## config.mk

```make
export PLATFORM = sky130hd
export DESIGN_NAME = positional_list_store_flat
export DESIGN_NICKNAME = d
export VERILOG_FILES = /design/src/rtl/core/pls_pkg.sv /design/src/rtl/core/pls_in_if.sv /design/src/rtl/core/pls_out_if.sv /design/src/rtl/core/positional_list_store.sv /design/src/rtl/core/pls_front.sv /design/src/rtl/core/pls_queue.sv /design/src/rtl/core/pls_back.sv /design/src/flat_wrapper.sv
export SDC_FILE = /design/constraint.sdc
export NUM_CORES = 2
export LEC_CHECK = 0
export BUFFER_PORTS_ARGS = -buffer_cell sky130_fd_sc_hd__buf_2
export CAP_MARGIN = 20
export CORE_MARGIN = 4
export CORE_UTILIZATION = 55
export CTS_CLUSTER_SIZE = 14
export DETAILED_ROUTE_END_ITERATION = 16
export PLACE_DENSITY_LB_ADDON = 0.3
export RECOVER_POWER = 100
export SLEW_MARGIN = 20
export SYNTH_ARGS = -nofsm -noshare
export SYNTH_HDL_FRONTEND = slang
export SYNTH_SLANG_ARGS = --single-unit
```

## constraint.sdc

```tcl
create_clock -name clk -period 3.95 [get_ports clk]
set_clock_uncertainty 0.15 [all_clocks]
set_input_delay 0.79 -clock clk [delete_from_list [all_inputs] [get_ports clk]]
set_output_delay 0.79 -clock clk [all_outputs]
set_load 0.01 [all_outputs]
```

## src/rtl/core/pls_pkg.sv

```systemverilog
`timescale 1ns / 1ps
`default_nettype none

package pls_pkg;

	// list size and derived widths
	localparam int CAPACITY = 64;
	localparam int ADDR_W   = $clog2(CAPACITY);
	localparam int CNT_W    = $clog2(CAPACITY + 1);

	// word field widths
	localparam int CMD_W  = 2;
	localparam int POS_W  = 7;
	localparam int DATA_W = 32;
	localparam int LEN_W  = 7;

	// command codes on the request channel
	localparam logic [CMD_W-1:0] CMD_INSERT = 2'd0;
	localparam logic [CMD_W-1:0] CMD_DELETE = 2'd1;
	localparam logic [CMD_W-1:0] CMD_LOCATE = 2'd2;

	// classified operations handed from front to back
	localparam logic [1:0] OP_NOP = 2'd0;
	localparam logic [1:0] OP_INS = 2'd1;
	localparam logic [1:0] OP_DEL = 2'd2;
	localparam logic [1:0] OP_LOC = 2'd3;

	// op queue depth
	localparam int QDEPTH = 2;
	localparam int QPTR_W = $clog2(QDEPTH);
	localparam int QCNT_W = $clog2(QDEPTH + 1);

	typedef struct packed {
		logic [1:0]               kind;
		logic [ADDR_W-1:0]        idx;     // 0-based slot for insert/delete
		logic signed [DATA_W-1:0] value;
		logic [CNT_W-1:0]         count;   // length before the op
		logic [CNT_W-1:0]         new_len; // length after the op
	} pls_op_t;

endpackage

`default_nettype wire

```

## src/rtl/core/pls_in_if.sv

```systemverilog
`timescale 1ns / 1ps
`default_nettype none

interface pls_in_if;
	import pls_pkg::*;

	logic                     valid;
	logic                     ready;
	logic [CMD_W-1:0]         cmd;
	logic [POS_W-1:0]         position;
	logic signed [DATA_W-1:0] value;

	modport source (output valid, cmd, position, value, input ready);
	modport sink   (input valid, cmd, position, value, output ready);
endinterface

`default_nettype wire

```

## src/rtl/core/pls_out_if.sv

```systemverilog
`timescale 1ns / 1ps
`default_nettype none

interface pls_out_if;
	import pls_pkg::*;

	logic                     valid;
	logic                     ready;
	logic                     ok;
	logic signed [DATA_W-1:0] removed_value;
	logic [POS_W-1:0]         found_position;
	logic [LEN_W-1:0]         list_length;

	modport source (output valid, ok, removed_value, found_position, list_length, input ready);
	modport sink   (input valid, ok, removed_value, found_position, list_length, output ready);
endinterface

`default_nettype wire

```

## src/rtl/core/positional_list_store.sv

```systemverilog
`timescale 1ns / 1ps
`default_nettype none

// Ordered list of up to 64 signed 32-bit entries, empty after reset. Each request
// word (insert, delete or locate) yields exactly one response word carrying ok, the
// removed value, the found position and the new length. Requests are range-checked
// on entry and queued two deep, so the request side can run ahead of a busy list.
// All list work goes through one memory with a registered read port and a write
// port, moving one entry per cycle. Insert at position p in a list of n shifts the
// entries from position p to n up by one slot and then writes the new entry; delete
// reads from position p to n, keeping the removed value and shifting the rest down;
// locate reads from the head until the first match or the end of the list. A rejected
// or unknown command, or a locate on an empty list, reads no entry. A stalled response
// holds the list engine in its final state. No memory clearing pass is needed after reset.
module positional_list_store (
	input  wire logic clk,
	input  wire logic arst_n,
	pls_in_if.sink    req,
	pls_out_if.source rsp
);
	import pls_pkg::*;

	pls_op_t front_op;
	pls_op_t back_op;
	logic    push;
	logic    full;
	logic    q_valid;
	logic    q_pop;

	pls_front u_front (
		.clk    (clk),
		.arst_n (arst_n),
		.req    (req),
		.op     (front_op),
		.push   (push),
		.full   (full)
	);

	pls_queue u_queue (
		.clk     (clk),
		.arst_n  (arst_n),
		.push    (push),
		.push_op (front_op),
		.full    (full),
		.valid   (q_valid),
		.pop     (q_pop),
		.pop_op  (back_op)
	);

	pls_back u_back (
		.clk     (clk),
		.arst_n  (arst_n),
		.q_valid (q_valid),
		.q_op    (back_op),
		.q_pop   (q_pop),
		.rsp     (rsp)
	);

endmodule

`default_nettype wire

```

## src/rtl/core/pls_front.sv

```systemverilog
`timescale 1ns / 1ps
`default_nettype none

module pls_front (
	input  wire logic       clk,
	input  wire logic       arst_n,
	pls_in_if.sink          req,
	output pls_pkg::pls_op_t op,
	output logic            push,
	input  wire logic       full
);
	import pls_pkg::*;

	logic [CNT_W-1:0] count_q;  // length as seen after every accepted word
	logic             ins_ok;
	logic             del_ok;

	assign req.ready = !full;
	assign push      = req.valid && !full;

	// range checks against the running length
	assign ins_ok = (32'(req.position) >= 32'd1) &&
	                (32'(req.position) <= 32'(count_q) + 32'd1) &&
	                (32'(count_q) < CAPACITY);
	assign del_ok = (32'(req.position) >= 32'd1) &&
	                (32'(req.position) <= 32'(count_q));

	// classify the word
	always_comb begin
		op.idx     = ADDR_W'(32'(req.position) - 32'd1);
		op.value   = req.value;
		op.count   = count_q;
		op.new_len = count_q;
		op.kind    = OP_NOP;
		unique case (req.cmd)
			CMD_INSERT: begin
				if (ins_ok) begin
					op.kind    = OP_INS;
					op.new_len = count_q + CNT_W'(1);
				end
			end
			CMD_DELETE: begin
				if (del_ok) begin
					op.kind    = OP_DEL;
					op.new_len = count_q - CNT_W'(1);
				end
			end
			CMD_LOCATE: op.kind = OP_LOC;
			default:    op.kind = OP_NOP;
		endcase
	end

	always_ff @(posedge clk or negedge arst_n) begin
		if (!arst_n) begin
			count_q <= '0;
		end else if (push) begin
			count_q <= op.new_len;
		end
	end

	a_count_range: assert property (@(posedge clk) disable iff (!arst_n)
		32'(count_q) <= CAPACITY)
		else $error("front length count beyond capacity");

endmodule

`default_nettype wire

```

## src/rtl/core/pls_queue.sv

```systemverilog
`timescale 1ns / 1ps
`default_nettype none

module pls_queue (
	input  wire logic             clk,
	input  wire logic             arst_n,
	input  wire logic             push,
	input  wire pls_pkg::pls_op_t push_op,
	output logic                  full,
	output logic                  valid,
	input  wire logic             pop,
	output pls_pkg::pls_op_t      pop_op
);
	import pls_pkg::*;

	pls_op_t           ent_q [QDEPTH];
	logic [QPTR_W-1:0] wr_q;
	logic [QPTR_W-1:0] rd_q;
	logic [QCNT_W-1:0] cnt_q;
	logic              do_pop;

	assign full   = (32'(cnt_q) == QDEPTH);
	assign valid  = (cnt_q != '0);
	assign do_pop = pop && valid;
	assign pop_op = ent_q[rd_q];

	// pointers and fill level
	always_ff @(posedge clk or negedge arst_n) begin
		if (!arst_n) begin
			wr_q  <= '0;
			rd_q  <= '0;
			cnt_q <= '0;
		end else begin
			if (push && !full) begin
				wr_q <= (32'(wr_q) == QDEPTH - 1) ? '0 : wr_q + QPTR_W'(1);
			end
			if (do_pop) begin
				rd_q <= (32'(rd_q) == QDEPTH - 1) ? '0 : rd_q + QPTR_W'(1);
			end
			if ((push && !full) && !do_pop) begin
				cnt_q <= cnt_q + QCNT_W'(1);
			end else if (!(push && !full) && do_pop) begin
				cnt_q <= cnt_q - QCNT_W'(1);
			end
		end
	end

	// entry storage
	always_ff @(posedge clk) begin
		if (push && !full) begin
			ent_q[wr_q] <= push_op;
		end
	end

	a_no_overflow: assert property (@(posedge clk) disable iff (!arst_n)
		32'(cnt_q) <= QDEPTH)
		else $error("op queue fill level beyond depth");

endmodule

`default_nettype wire

```

## src/rtl/core/pls_back.sv

```systemverilog
`timescale 1ns / 1ps
`default_nettype none

module pls_back (
	input  wire logic             clk,
	input  wire logic             arst_n,
	input  wire logic             q_valid,
	input  wire pls_pkg::pls_op_t q_op,
	output logic                  q_pop,
	pls_out_if.source             rsp
);
	import pls_pkg::*;

	localparam logic [1:0] B_IDLE = 2'd0;
	localparam logic [1:0] B_RUN  = 2'd1;
	localparam logic [1:0] B_FIN  = 2'd2;

	logic [1:0]               state_q;
	pls_op_t                  op_q;
	logic [CNT_W-1:0]         rem_q;      // reads still to issue
	logic [ADDR_W-1:0]        rd_addr_q;
	logic                     rd_vld_s1;
	logic [ADDR_W-1:0]        rd_addr_s1;
	logic signed [DATA_W-1:0] rd_data_s1;
	logic                     found_q;
	logic [POS_W-1:0]         found_pos_q;
	logic signed [DATA_W-1:0] removed_q;

	logic signed [DATA_W-1:0] mem [CAPACITY];
	logic                     wen;
	logic [ADDR_W-1:0]        waddr;
	logic signed [DATA_W-1:0] wdata;
	logic                     ren;
	logic                     hit;
	logic                     run_done;
	logic                     out_free;

	logic                     out_vld_q;
	logic                     out_ok_q;
	logic signed [DATA_W-1:0] out_removed_q;
	logic [POS_W-1:0]         out_found_q;
	logic [LEN_W-1:0]         out_len_q;

	assign q_pop    = (state_q == B_IDLE) && q_valid;
	assign hit      = rd_vld_s1 && (op_q.kind == OP_LOC) && (rd_data_s1 == op_q.value);
	assign ren      = (state_q == B_RUN) && (rem_q != '0) && !found_q && !hit;
	assign run_done = (state_q == B_RUN) && !rd_vld_s1 && ((rem_q == '0) || found_q);
	assign out_free = !out_vld_q || rsp.ready;

	// single write port: shifted entries while running, new entry at the end of an insert
	always_comb begin
		wen   = 1'b0;
		waddr = rd_addr_s1;
		wdata = rd_data_s1;
		if (state_q == B_FIN) begin
			wen   = (op_q.kind == OP_INS);
			waddr = op_q.idx;
			wdata = op_q.value;
		end else if (rd_vld_s1) begin
			if (op_q.kind == OP_INS) begin
				wen   = 1'b1;
				waddr = rd_addr_s1 + ADDR_W'(1);
			end else if (op_q.kind == OP_DEL && rd_addr_s1 != op_q.idx) begin
				wen   = 1'b1;
				waddr = rd_addr_s1 - ADDR_W'(1);
			end
		end
	end

	// list storage, registered read
	always_ff @(posedge clk) begin
		if (wen) begin
			mem[waddr] <= wdata;
		end
		if (ren) begin
			rd_data_s1 <= mem[rd_addr_q];
		end
	end

	// sequencer
	always_ff @(posedge clk or negedge arst_n) begin
		if (!arst_n) begin
			state_q   <= B_IDLE;
			rd_vld_s1 <= 1'b0;
			found_q   <= 1'b0;
			rem_q     <= '0;
		end else begin
			rd_vld_s1 <= ren;
			unique case (state_q)
				B_IDLE: begin
					if (q_valid) begin
						found_q <= 1'b0;
						state_q <= B_RUN;
						case (q_op.kind)
							OP_INS:  rem_q <= q_op.count - CNT_W'(q_op.idx);
							OP_DEL:  rem_q <= q_op.count - CNT_W'(q_op.idx);
							OP_LOC:  rem_q <= q_op.count;
							default: rem_q <= '0;
						endcase
					end
				end
				B_RUN: begin
					if (ren) begin
						rem_q <= rem_q - CNT_W'(1);
					end
					if (hit) begin
						found_q <= 1'b1;
					end
					if (run_done) begin
						state_q <= B_FIN;
					end
				end
				B_FIN: begin
					if (out_free) begin
						state_q <= B_IDLE;
					end
				end
				default: state_q <= B_IDLE;
			endcase
		end
	end

	// operation payload, read address walk, captured results
	always_ff @(posedge clk) begin
		if (q_pop) begin
			op_q <= q_op;
			case (q_op.kind)
				OP_INS:  rd_addr_q <= ADDR_W'(q_op.count - CNT_W'(1));
				OP_DEL:  rd_addr_q <= q_op.idx;
				default: rd_addr_q <= '0;
			endcase
		end else if (ren) begin
			rd_addr_q <= (op_q.kind == OP_INS) ? rd_addr_q - ADDR_W'(1)
			                                   : rd_addr_q + ADDR_W'(1);
		end
		if (ren) begin
			rd_addr_s1 <= rd_addr_q;
		end
		if (rd_vld_s1 && op_q.kind == OP_DEL && rd_addr_s1 == op_q.idx) begin
			removed_q <= rd_data_s1;
		end
		if (hit && !found_q) begin
			found_pos_q <= POS_W'(CNT_W'(rd_addr_s1) + CNT_W'(1));
		end
	end

	// output register
	always_ff @(posedge clk or negedge arst_n) begin
		if (!arst_n) begin
			out_vld_q <= 1'b0;
		end else if (state_q == B_FIN && out_free) begin
			out_vld_q <= 1'b1;
		end else if (rsp.ready) begin
			out_vld_q <= 1'b0;
		end
	end

	always_ff @(posedge clk) begin
		if (state_q == B_FIN && out_free) begin
			out_ok_q      <= (op_q.kind == OP_INS) || (op_q.kind == OP_DEL) ||
			                 ((op_q.kind == OP_LOC) && found_q);
			out_removed_q <= (op_q.kind == OP_DEL) ? removed_q : '0;
			out_found_q   <= ((op_q.kind == OP_LOC) && found_q) ? found_pos_q : '0;
			out_len_q     <= LEN_W'(op_q.new_len);
		end
	end

	assign rsp.valid          = out_vld_q;
	assign rsp.ok             = out_ok_q;
	assign rsp.removed_value  = out_removed_q;
	assign rsp.found_position = out_found_q;
	assign rsp.list_length    = out_len_q;

	a_read_in_list: assert property (@(posedge clk) disable iff (!arst_n)
		ren |-> (CNT_W'(rd_addr_q) < op_q.count))
		else $error("read of a slot beyond the list length");

	a_run_ends: assert property (@(posedge clk) disable iff (!arst_n)
		run_done |=> (state_q == B_FIN))
		else $error("sequencer did not finish after the last read");

	a_no_write_read_clash: assert property (@(posedge clk) disable iff (!arst_n)
		(wen && ren) |-> (waddr != rd_addr_q))
		else $error("shift write hit the slot being read");

endmodule

`default_nettype wire
```

## src/flat_wrapper.sv

```systemverilog
// flat-port wrapper written by rule: the top's interface ports become plain ports
module positional_list_store_flat import pls_pkg::*;
  (clk, arst_n, req_valid, req_cmd, req_position, req_value, req_ready, rsp_valid, rsp_ok, rsp_removed_value, rsp_found_position, rsp_list_length, rsp_ready);
  pls_in_if req_i ();
  pls_out_if rsp_i ();
  input  wire logic clk;
  input  wire logic arst_n;
  input wire logic [$bits(req_i.valid)-1:0] req_valid;
  input wire logic [$bits(req_i.cmd)-1:0] req_cmd;
  input wire logic [$bits(req_i.position)-1:0] req_position;
  input wire logic [$bits(req_i.value)-1:0] req_value;
  output wire logic [$bits(req_i.ready)-1:0] req_ready;
  output wire logic [$bits(rsp_i.valid)-1:0] rsp_valid;
  output wire logic [$bits(rsp_i.ok)-1:0] rsp_ok;
  output wire logic [$bits(rsp_i.removed_value)-1:0] rsp_removed_value;
  output wire logic [$bits(rsp_i.found_position)-1:0] rsp_found_position;
  output wire logic [$bits(rsp_i.list_length)-1:0] rsp_list_length;
  input wire logic [$bits(rsp_i.ready)-1:0] rsp_ready;
  assign req_i.valid = req_valid;
  assign req_i.cmd = req_cmd;
  assign req_i.position = req_position;
  assign req_i.value = req_value;
  assign req_ready = req_i.ready;
  assign rsp_valid = rsp_i.valid;
  assign rsp_ok = rsp_i.ok;
  assign rsp_removed_value = rsp_i.removed_value;
  assign rsp_found_position = rsp_i.found_position;
  assign rsp_list_length = rsp_i.list_length;
  assign rsp_i.ready = rsp_ready;
  positional_list_store u_core (.clk(clk), .arst_n(arst_n), .req(req_i), .rsp(rsp_i));
endmodule
```

== Word level (Yosys, flattened, before mapping) ==
Memory sizes are Yosys's and may differ from the RTL's. A register that Yosys moved wholly into a read port is not among the register bits.
Index checks and enable logic that the tools add are counted.
Word-level totals
  memories kept: 2
  register bits: 168
  RAM bits: 2156
  output and inout port bits: 49
  word-level logic and storage cells: 148
  bits of input ports: 45
Operators by class
  $lt $le $gt $ge: 4
  eq/ne operators: 19
  reductions and logical operators: 46
  $add $sub $neg: 16
  multiplexer cells: 40
Memory list
  u_core.u_back.mem: words 64, bits a word 32, read ports 1, clocked after Yosys merged registers in 1, write ports 1, line pls_back.sv:29  | logic signed [DATA_W-1:0] mem [CAPACITY];
  u_core.u_queue.ent_q: words 2, bits a word 54, read ports 1, clocked after Yosys merged registers in 0, write ports 1, line pls_queue.sv:16  | pls_op_t ent_q [QDEPTH];
Operators by type and width (number)
  two-way mux 6 bit: 7
  case mux 7 bit (2 select lines): 3
  == test 32 bit: 1
  two-way mux 32 bit: 1
  two-way mux 7 bit: 4
  subtractor 6 x 1 -> 6 bit, second input constant: 4
  logical AND 1 bit: 22
  two-way mux 1 bit: 15
  == test 2 bit, second input constant: 7
  subtractor 7 x 1 -> 7 bit, second input constant: 2
  adder 6 x 1 -> 6 bit, second input constant: 2
  two-way mux 2 bit: 6
  case mux 2 bit (3 select lines): 2
  case mux 6 bit (2 select lines): 1
  inequality test 2 bit, second input constant: 5
  nonzero test 2 bit: 5
  AND reduction 3 bit: 3
  adder 7 x 1 -> 8 bit, second input constant: 1
  == test 2 x 1 -> 1 bit, second input constant: 4
  <= comparator 7 x 8 -> 1 bit: 1
  adder 6 x 1 -> 7 bit, second input constant: 1
  adder 7 x 1 -> 7 bit, second input constant: 1
  >= comparator 7 x 1 -> 1 bit, second input constant: 1
  <= comparator 7 bit: 1
  14 further kinds: 25

== Longest topological paths before layout ==
  word-level depth: 8
  gate-level depth with buffers: 12
  depth with buffers taken out: 12

== Hierarchy ==
A second synthesis with hierarchy kept.
Second synthesis, totals
  cells, all modules: 4084
  area total of the unflattened synthesis: 92134.6 um2
Modules (own cells, without submodules)
  pls_back: area each 86182.7 um2, sequential area each 67114.4 um2, cells an instance 3690, instances 1
  pls_queue: area each 4344.2 um2, sequential area each 3343.2 um2, cells an instance 187, instances 1
  pls_front: area each 1607.8 um2, sequential area each 175.2 um2, cells an instance 207, instances 1

== Worst setup path before layout ==
OpenSTA, ideal clock, no wires.
  kind: reg2reg
  start point: register u_core.u_back.rd_addr_s1[2]
  end point: memory u_core.u_back.mem[0][0] (enable)
  data arrival time: 3.750 ns
  clock period less this slack: 4.321 ns
  required time: 3.379 ns
  library setup time: 0.421 ns
  cell stages (with the launch flop): 9
  path slack: -0.371 ns
  path buffers: 1
  cell sequence: edfxtp_1 buf_2 or3_1 or4b_1 a21oi_1 mux2_2 nor3_1 nand2_1 nor2_1
Between the ends
  word-level cells in the longest chain between the ends: 8
Ends and longest elaborated chain
  from (decl): line pls_back.sv:23  | logic [ADDR_W-1:0] rd_addr_s1;
  from (signal assigned): line pls_back.sv:137  | rd_addr_s1 <= rd_addr_q;
  parallel branches: the longest is 8 deep, another holds subtractor 6 x 1 -> 6 bit
  to (decl): line pls_back.sv:29
Parallel ways; which one is timed is not known.

==> out/qor.txt <==
Core ar. -> 165,000 um^2
Die W -> 415.5 um
EDFF count, synth -> 2,333
Status -> finished with violations
Multi-input gate area -> 20,080 um^2
Final nets -> 4,515
Pre-CTS worst setup slack -> 0.1235 ns
Std-Cell Rows -> 149
Vias/cell -> 6.516
WL/cell -> 33.53 um
Count of cell types in the netlist -> 67
Mapped Cells -> 4,018
Critical Path Start Type -> register
Synth Register Bits -> 2,356
Number of global-route vias before repair -> 43,802
Top post-synthesis cells by area -> edfxtp_1 77%, mux4_2 16%, nand2_1 0.67%, dfrtp_1 0.63%, mux2_2 0.63%
Failing checks -> max-capacitance violations, max-slew violations
Initial antenna violation count -> 11
Final Critical Period -> 3.860 ns
Fmax achieved -> 259.1 MHz
CP peak stage delay -> 0.79 ns
Max-cap violations -> 18
Synth top area share -> 76.72%
DP HPWL -> 139,400 um
Unrepaired setup endpoints after global routing -> no
P_leak -> 0.03284 uW
Vias after detailed routing -> 44,334
Crit. End Element -> register
Final Max Tran Viols -> 871
DRT Pass-1 Iters -> 5
Peak supply drop -> 0.6704 mV
Layout cells sized above 1 -> 28.56%
Cell Area, Placed -> 97,460 um^2
Setup WS post-layout -> 0.09003 ns
Crit Path Category -> reg2reg
Postcts setup bufs -> 0
Post-synth top flop -> edfxtp_1
Async S/R FF share, synth -> 0.9762%
Post-synthesis sequential area ratio -> 77.35%
Critical Path Fanout Max -> 29
WL final -> 228,100 um
Sink Count -> 2,356
Pwr Density -> 791.8 nW/um^2
H-tree depth -> 4
Syn Std Cell Area -> 91,320 um^2
Syn. warnings -> 0
Post-Layout Inst Area -> 104,000 um^2
Gr usage total -> 26.77%
Post-route core utilization -> 63.05%
Final setup vio count -> 0
RD Place Congestion -> 0.8894
Synthesis-to-layout area growth -> 13.91%
Total global routing overflow -> 0
Pin count of the biggest net entering global routing -> 70
Top cell type by total area after synthesis -> edfxtp_1
Register area -> 70,630 um^2
Port-buffer cells -> 93
Clock transition at the registers of the reported paths -> 0.06 ns
Slowest stage cell, crit path -> clkbuf_1
Initial drt markers -> 6,953
Global-route wire length before repair -> 328,600 um
Fill cells -> 10,655
Boundary pin count -> 94
Arrival time at the worst endpoint -> 4.28 ns
Worst slew pin tran -> 1.980 ns
CTS Buffer Depth -> 3
Hold Slack -> 0.2432 ns
Die area -> 172,600 um^2
Most frequent CP cell -> mux4_2
TritonCTS clock tree -> built
Clock buffer count from CTS -> 224
Most frequent cells after synthesis -> 2,333 x edfxtp_1, 648 x mux4_2, 162 x nand2_1, 111 x nor2_1, 91 x clkbuf_1
Root Buffer -> clkbuf_16
Worst-Skew Late Latency -> 0.86 ns
Critical Path RT -> 4.37 ns
Die Span Y -> 415.5 um
Critical Path, Cell by Cell -> clkbuf_1 > buf_12 > clkbuf_2 > mux4_2 > mux4_2 > mux4_2
Tcrit/Tclk final -> 97.72%
ANT nets after route -> 0
Post-Syn Area per Cell -> 22.73 um^2
Starting Density -> 55.35%
Syn nets -> 4,106
Post-route DRC violation count -> 0
Final-report hold violation count -> 0
HP Class -> in2reg
Slew Limit Headroom -> -32.03%
Top-count cell post-synth -> edfxtp_1
## placed cells by master (no fill, tap or decap), types with 47 or more instances in the layout
master and instances:
edfxtp_1 2333, mux4_2 648, clkbuf_16 228, nand2_1 149, clkbuf_1 149, buf_4 75
nor2_1 62, buf_12 61, xnor2_1 58, clkbuf_2 53, clkinv_1 50, nor2_4 47
## path summary, 6_finish.rpt
kind | startpoint | end | slack, ns | cells past startpoint
worst max register to register | u_core.u_back.rd_addr_q[2] | u_core.u_back.rd_data_s1[3] | 0.09 | 6
min in group asynchronous | arst_n | u_core.u_queue.wr_q | 0.68 | 2
worst min-delay path | req_position[2] | u_core.u_queue.ent_q[0][48] | 0.24 | 2
worst min register to register | u_core.u_back.op_q[3] | u_core.u_back.rsp.list_length[3] | 0.27 | 0
worst max-delay path | u_core.u_back.rd_addr_q[2] | u_core.u_back.rd_data_s1[3] | 0.09 | 6
max in group asynchronous | arst_n | u_core.u_back.rem_q[0] | 2.13 | 2
## layout make-up
class / instances / share of cell area, %
tap: 2189 / 2.633
sequential: 2356 / 67.90
timing repair buffer: 378 / 3.132
clock buffer: 282 / 5.689
antenna: 4 / 0.009623
multi-input combinational: 1423 / 19.30
inverter: 44 / 0.1588
clock inverter: 128 / 1.176
## registers in the layout, summed over array words and instances (netlist names), 7 cells and up
signal,cells
u_core.u_back.mem,2048
u_core.u_back.removed_q,32
u_core.u_front.count_q,7
u_core.u_back.op_q,47
u_core.u_back.rem_q,7
u_core.u_back.rd_data_s1,32
u_core.u_back.rsp.removed_value,32
u_core.u_back.rsp.list_length,7
u_core.u_back.found_pos_q,7
u_core.u_back.rsp.found_position,7
u_core.u_queue.ent_q,108
## power by group
group / switching (uW) / total [uW] / internal (uW)
Clock: 9020 / 20900 / 11900
Combinational: 17000 / 27300 / 10300
Sequential: 1010 / 34200 / 33200
Total: 27000 / 82400 / 55400
## per-stage QoR
step           std cells  total power [uW]  TNS, ns
2_1_floorplan       4018             49880  -457.10
3_3_place_gp        6355             61410        0
3_5_place_dp        6355             61910        0
4_1_cts             6798             82850        0
5_1_grt             6800             85170        0
6_report            6804             82360        0
## worst max-delay path: cells and delay by family (launching register included)
family / cells / cell delay, ns
buffers and inverters: 3 / 1.50
flip-flops: 1 / 0.41
multiplexers: 3 / 1.47
## metal layers
layer / part of all wire, % / vias up / GRT usage (%)
li1: - / 17721 / -
met1: 38 / 23600 / 39.34
met4: 4.4 / 0 / 10.06
met3: 11 / 368 / 5.941
met5: 0 / - / 0
met2: 46 / 2645 / 40.13
## cells by family (layout without fill, tap and decap cells)
family / count (synthesis) / in the layout / share of synthesized area, %
buffers and inverters: 239 / 832 / 1.110
flip-flops: 2356 / 2356 / 77.35
XOR/XNOR: 76 / 76 / 0.7289
other: 0 / 4 / 0
AND/OR/NAND/NOR: 411 / 411 / 2.077
multiplexers: 722 / 722 / 16.86
AO/OA/AOI/OAI: 171 / 171 / 1.266
adder cells (fa/ha/maj): 43 / 43 / 0.6056
## timing repair
item / in CTS / in global routing
setup endpoints to repair: 0 / 1093
hold buffers: 33 / 0
gates resized for setup: 0 / 2
hold endpoints to repair: 87 / 0
No activity file was read; power rests on OpenSTA's default activity.
